## src/hw/rtl/sit_pkg.sv

```systemverilog
// sit_pkg: shared constants and types for the sorted id table.
// Opcodes, status codes, field widths and the cell update command.
// No dependencies.
`default_nettype none

package sit_pkg;

  // default sizes
  localparam int CAPACITY_DEF  = 256;
  localparam int TAIL_BITS_DEF = 32;

  // field widths
  localparam int ID_W       = 32;
  localparam int TAIL_IN_W  = 32;
  localparam int REC_W      = 32;
  localparam int OPC_W      = 2;
  localparam int STAT_W     = 2;
  localparam int POS_W      = 9;
  localparam int IN_DATA_W  = 96;
  localparam int OUT_DATA_W = 56;

  // opcodes
  localparam logic [OPC_W-1:0] OP_ADD   = 2'd0;
  localparam logic [OPC_W-1:0] OP_GET   = 2'd1;
  localparam logic [OPC_W-1:0] OP_DEL   = 2'd2;
  localparam logic [OPC_W-1:0] OP_FIRST = 2'd3;

  // result status
  localparam logic [STAT_W-1:0] ST_OK     = 2'd0;
  localparam logic [STAT_W-1:0] ST_ABSENT = 2'd1;
  localparam logic [STAT_W-1:0] ST_DUP    = 2'd2;
  localparam logic [STAT_W-1:0] ST_FULL   = 2'd3;

  // what every cell of the chain does on an update edge
  typedef enum logic [1:0] {
    CMD_HOLD,
    CMD_INSERT,
    CMD_DELETE
  } cell_cmd_t;

endpackage

`default_nettype wire

```

## src/hw/rtl/sit_cell.sv

```systemverilog
// sit_cell: one table slot of the chain; holds id, tail and record.
// Compares against the broadcast key and shifts with its neighbors.
// Depends on sit_pkg.
`default_nettype none

module sit_cell #(
  parameter int INDEX = 0,
  parameter int CW    = 9,
  parameter int IW    = 8,
  parameter int TW    = 32
) (
  input  wire                           clk,
  input  sit_pkg::cell_cmd_t            cmd,
  input  wire [IW-1:0]                  pos,
  input  wire [CW-1:0]                  count,
  input  wire                           ext,
  input  wire [sit_pkg::ID_W-1:0]       key_id,
  input  wire [TW-1:0]                  key_tail,
  input  wire [sit_pkg::REC_W-1:0]      new_rec,
  input  wire [sit_pkg::ID_W-1:0]       left_id,
  input  wire [TW-1:0]                  left_tail,
  input  wire [sit_pkg::REC_W-1:0]      left_rec,
  input  wire [sit_pkg::ID_W-1:0]       right_id,
  input  wire [TW-1:0]                  right_tail,
  input  wire [sit_pkg::REC_W-1:0]      right_rec,
  output logic [sit_pkg::ID_W-1:0]      id,
  output logic [TW-1:0]                 tail,
  output logic [sit_pkg::REC_W-1:0]     rec,
  output logic                          le,
  output logic                          hit
);

  localparam logic [IW-1:0] IDX = IW'(INDEX);

  logic valid;
  logic eq;
  logic left_eq;
  logic at_pos;
  logic past_pos;

  assign valid    = count > CW'(INDEX);
  assign eq       = valid && (id == key_id);
  assign le       = valid && (id <= key_id);
  // first entry of an equal-id run: left neighbor differs (or there is none)
  assign left_eq  = (INDEX != 0) && (left_id == key_id);
  assign hit      = ext ? (eq && (tail == key_tail)) : (eq && !left_eq);
  assign at_pos   = IDX == pos;
  assign past_pos = IDX > pos;

  always_ff @(posedge clk) begin
    case (cmd)
      sit_pkg::CMD_INSERT: begin
        if (at_pos) begin
          id   <= key_id;
          tail <= key_tail;
          rec  <= new_rec;
        end else if (past_pos) begin
          id   <= left_id;
          tail <= left_tail;
          rec  <= left_rec;
        end
      end
      sit_pkg::CMD_DELETE: begin
        if (at_pos || past_pos) begin
          id   <= right_id;
          tail <= right_tail;
          rec  <= right_rec;
        end
      end
      default: begin
      end
    endcase
  end

endmodule

`default_nettype wire

```

## config.mk

```make
export PLATFORM = sky130hd
export DESIGN_NAME = sit_cell
export DESIGN_NICKNAME = d
export VERILOG_FILES = /design/src/hw/rtl/sit_pkg.sv /design/src/hw/rtl/sit_cell.sv
export SDC_FILE = /design/constraint.sdc
export NUM_CORES = 1
export LEC_CHECK = 0
export ABC_AREA = 1
export CORE_AREA = 2 2 157 159
export DETAILED_ROUTE_END_ITERATION = 8
export DIE_AREA = 0 0 159 161
export DONT_BUFFER_PORTS = 1
export GPL_ROUTABILITY_DRIVEN = 0
export SLEW_MARGIN = 20
export SYNTH_ARGS = -nofsm -noshare
export SYNTH_HDL_FRONTEND = slang
export SYNTH_SLANG_ARGS = --single-unit
export TNS_END_PERCENT = 100
```

## constraint.sdc

```tcl
create_clock -name clk -period 6.77 [get_ports clk]
set_clock_uncertainty 0.05 [all_clocks]
set_input_delay 1.0155 -clock clk [delete_from_list [all_inputs] [get_ports clk]]
set_output_delay 1.0155 -clock clk [all_outputs]
set_load 0.02 [all_outputs]
```

==> run summary <==
PLACE
----------------------------------------------------------------------------------
DP Worst Slack                                                             2.67 ns
Port-buffer cells                                                                0
DP Wirelength                                                             15400 um
Number of cells in the design after placement                                 1052

WORST SETUP PATH
----------------------------------------------------------------------------------
Critical-path cell with the highest stage delay                       sky130_fd_sc_hd__a21oi_1
Crit Path Class                                                       primary input to output pin
Startpoint of the worst setup timing path                               key_id[31]
Required time at the endpoint of the critical path                         5.70 ns
Startpoint types                                                      primary input
Crit. End Element                                                       output pin
Worst EP arrival                                                           2.69 ns
Biggest fanout along the worst timing path                                       2
Kind of cell adding the most delay to the critical path               simple AND/OR/NAND/NOR gates
Count of buffer and inverter cells on the critical path                          1
Slowest stage delay, CP                                                    0.41 ns
Cells along the critical path                                         inv_1 > ha_1 > nand2_1 > nor2_1 > nand2_1 > nor2_1 > nand2_1 > or2_1 > a21oi_1
Most frequent CP cell                                                 sky130_fd_sc_hd__nand2_1

SYNTH
----------------------------------------------------------------------------------
Number of standard cells after synthesis                                       764
Cell type with the highest aggregate area in the netlist              sky130_fd_sc_hd__edfxtp_1
Number of storage elements in the synthesis netlist                             96
Share of the synthesized area in the top cell type                           46.8%
Count of synthesis-stage warnings from yosys                                     0
Most frequent cell after synthesis                                    sky130_fd_sc_hd__nand2_1
Mean Syn Cell Area                                                       8.06 um^2
Leading post-synthesis cells by instance count                        252 x sky130_fd_sc_hd__nand2_1, 123 x sky130_fd_sc_hd__nor2_1, 96 x sky130_fd_sc_hd__a31oi_1, 96 x sky130_fd_sc_hd__edfxtp_1, 52 x sky130_fd_sc_hd__inv_1
Post-synth EDFFs                                                                96
Sequential fraction of the synthesis area                                    46.8%
Cells taking the most area after synthesis                            sky130_fd_sc_hd__edfxtp_1 47%, sky130_fd_sc_hd__nand2_1 15%, sky130_fd_sc_hd__a31oi_1 9.8%, sky130_fd_sc_hd__nor2_1 7.5%, sky130_fd_sc_hd__ha_1 6.5%
Post-synthesis net count                                                      1105
Cell area after technology mapping                                       6160 um^2
Most frequently used flop master after synthesis                      sky130_fd_sc_hd__edfxtp_1
Share of synthesized flip-flops with an asynchronous set or reset               0%
Synth cell types                                                                26

CLOCK TREE
----------------------------------------------------------------------------------
Count of cells resized by post-cts repair                                        0
CTS H-tree depth                                                                 3
CTS Root Buffer Type                                                  sky130_fd_sc_hd__clkbuf_16
Inserted Clock Buffers                                                           9
Count of hold buffers inserted by post-cts repair                                0
Post-CTS setup buffers                                                           0
CTS sink cnt                                                                    96
Clock Pin Slew Worst Setup and Hold Paths                                  0.08 ns
CTS tree                                                                       yes
Largest buffer count on any clock path                                           2

FLOORPLAN
----------------------------------------------------------------------------------
Starting utilization of the core area                                        25.7%
Die extent in y                                                             161 um
Horizontal die dimension                                                    159 um
Num rows                                                                        57
CORE AREA                                                               24000 um^2
Top-level I/O count                                                            407
Die Footprint                                                           25600 um^2

DETAILED ROUTING
----------------------------------------------------------------------------------
Routed wl met2                                                             9710 um
Number of remaining DRC errors                                                   0
Final routed wirelength across all metal layers                           20100 um
DR iter-0 viols                                                                530
Met3 wire length                                                           2040 um
Top metal layer carrying routed signals                                       met4
Post-route antenna net violation count                                           0
Via-to-Cell Ratio                                                             4.96
Drt first pass iters                                                             5
Via Count                                                                     5293
Routed len/inst                                                            18.8 um
Post-route met1 wirelength                                                 7860 um

TIMING
----------------------------------------------------------------------------------
Fin. Hold Viols                                                                  0
Crit path setup slack, layout                                              3.01 ns
Setup TNS                                                                     0 ns
Worst hold-check slack                                                    0.874 ns
Achievable frequency                                                       266 MHz
Max Slew Vio Count                                                               0
Final Setup Violations                                                           0
Max-slew headroom                                                            39.0%
Final critical path time including I/O delays and setup                    3.76 ns
RSZ-0062 raised after global routing                                            no
Transition time at the pin with the least slew margin                     0.915 ns
Final worst-path cycle share                                                 55.5%

LAYOUT
----------------------------------------------------------------------------------
Number of nets in the final layout                                            1080
Post-Layout Cell Count                                                        1067
Signed area change from the synthesized netlist to the final layout          9.89%
Layout fillers                                                                2572
Layout cell share with drive strength beyond 1                               4.31%
Finished Core Util                                                           28.2%
Diodes inserted                                                                  0

GRT
----------------------------------------------------------------------------------
Global-route wire length before repair                                    29300 um
Pin count of the biggest net entering global routing                            91
Antenna violations before repair                                                 0
Vias in the first global route                                                5024
Sum of overflow across all layers after global routing                           0
Global-route usage over all layers                                           14.9%

PWR
----------------------------------------------------------------------------------
Proportion of power drawn by the clock network                               43.7%
Proportion of power drawn by flip-flops and latches                          47.7%
Leakage power                                                              2.69 nW
Relative contribution of combinational cells to total power                   8.6%
Total internal power                                                       1.07 mW
Net switching component of the power                                      0.316 mW
Switching share of power                                                     22.7%
Power per cell area                                                    205 nW/um^2
Maximum VDD drop                                                          0.118 mV

WORST HOLD PATH
----------------------------------------------------------------------------------
Hold path startpoint                                                  right_tail[10]
Worst hold path stage count                                                      2
Tightest Hold Check Type                                              primary input to flip-flop
Endpoint, Worst Hold                                                      tail[10]

RUN
----------------------------------------------------------------------------------
Max_cap viols                                                                    0

OUTCOME
----------------------------------------------------------------------------------
Status                                                                finished, final reports clean

==> layout by cell type (no fill, tap or decap), types with 2 or more instances in the layout <==
cell,count
sky130_fd_sc_hd__a21oi_1,15
sky130_fd_sc_hd__a31oi_1,96
sky130_fd_sc_hd__buf_4,6
sky130_fd_sc_hd__bufinv_16,3
sky130_fd_sc_hd__clkbuf_16,9
sky130_fd_sc_hd__edfxtp_1,96
sky130_fd_sc_hd__ha_1,32
sky130_fd_sc_hd__inv_1,52
sky130_fd_sc_hd__inv_6,2
sky130_fd_sc_hd__nand2_1,252
sky130_fd_sc_hd__nand3_1,8
sky130_fd_sc_hd__nand4_1,3
sky130_fd_sc_hd__nor2_1,123
sky130_fd_sc_hd__nor3_1,3
sky130_fd_sc_hd__o21ai_0,4
sky130_fd_sc_hd__or2_2,7
sky130_fd_sc_hd__xnor2_1,18
sky130_fd_sc_hd__xor2_1,4
==> worst max-delay path by stage <==
stage	to	slack, ns	depth (start not counted)
after global routing	tail[20]	2.84	5
after detailed placement	tail[26]	2.67	5
after CTS	hit	2.97	9
after floorplan	id[0]	1.73	6
final	hit	3.01	9
after global placement	tail[26]	2.71	5
==> cell families (layout without fill, tap and decap cells) <==
logic type | count (synthesis) | in the layout | synth area share, %
simple gates | 401 | 401 | 25.4
compound gates | 118 | 118 | 11.6
flops | 96 | 96 | 46.8
buf+inv | 95 | 74 | 6.56
fa+ha+maj | 32 | 32 | 6.50
xor+xnor | 22 | 22 | 3.13
==> registers in the layout, indices dropped and copies added (netlist names) <==
register  flops
rec          32
id           32
tail         32
==> layout make-up <==
class	count	area, um^2	area share, %
clock buffer	9	225	3.33
clock inverter	6	115	1.70
inverter	53	200	2.96
multi-input combinational	573	2890	42.8
sequential	96	2880	42.6
tap	324	405	5.99
timing repair buffer	6	45.0	0.666
==> power by group through the flow <==
stage	logic [mW]	registers [mW]	clock network (mW)
finish	0.119	0.662	0.606
global route	0.138	0.662	0.657
CTS	0.121	0.662	0.634
detailed placement	0.121	0.676	0
global placement	0.116	0.676	0
floorplan	0.0969	0.675	0
==> stage by stage <==
step                area (um^2)  power [mW]
floorplan                  6160       0.772
global placement           6430       0.792
detailed placement         6430       0.797
CTS                        6770        1.42
global route               6770        1.46
finish                     6770        1.39
==> routing by layer <==
layer | vias up | track usage (%)
li1 | 2517 | -
met1 | 2420 | 17.6
met2 | 324 | 25.1
met4 | 0 | 4.83
met3 | 32 | 5.57
met5 | - | 0
Power figures use the tool's default switching activity.
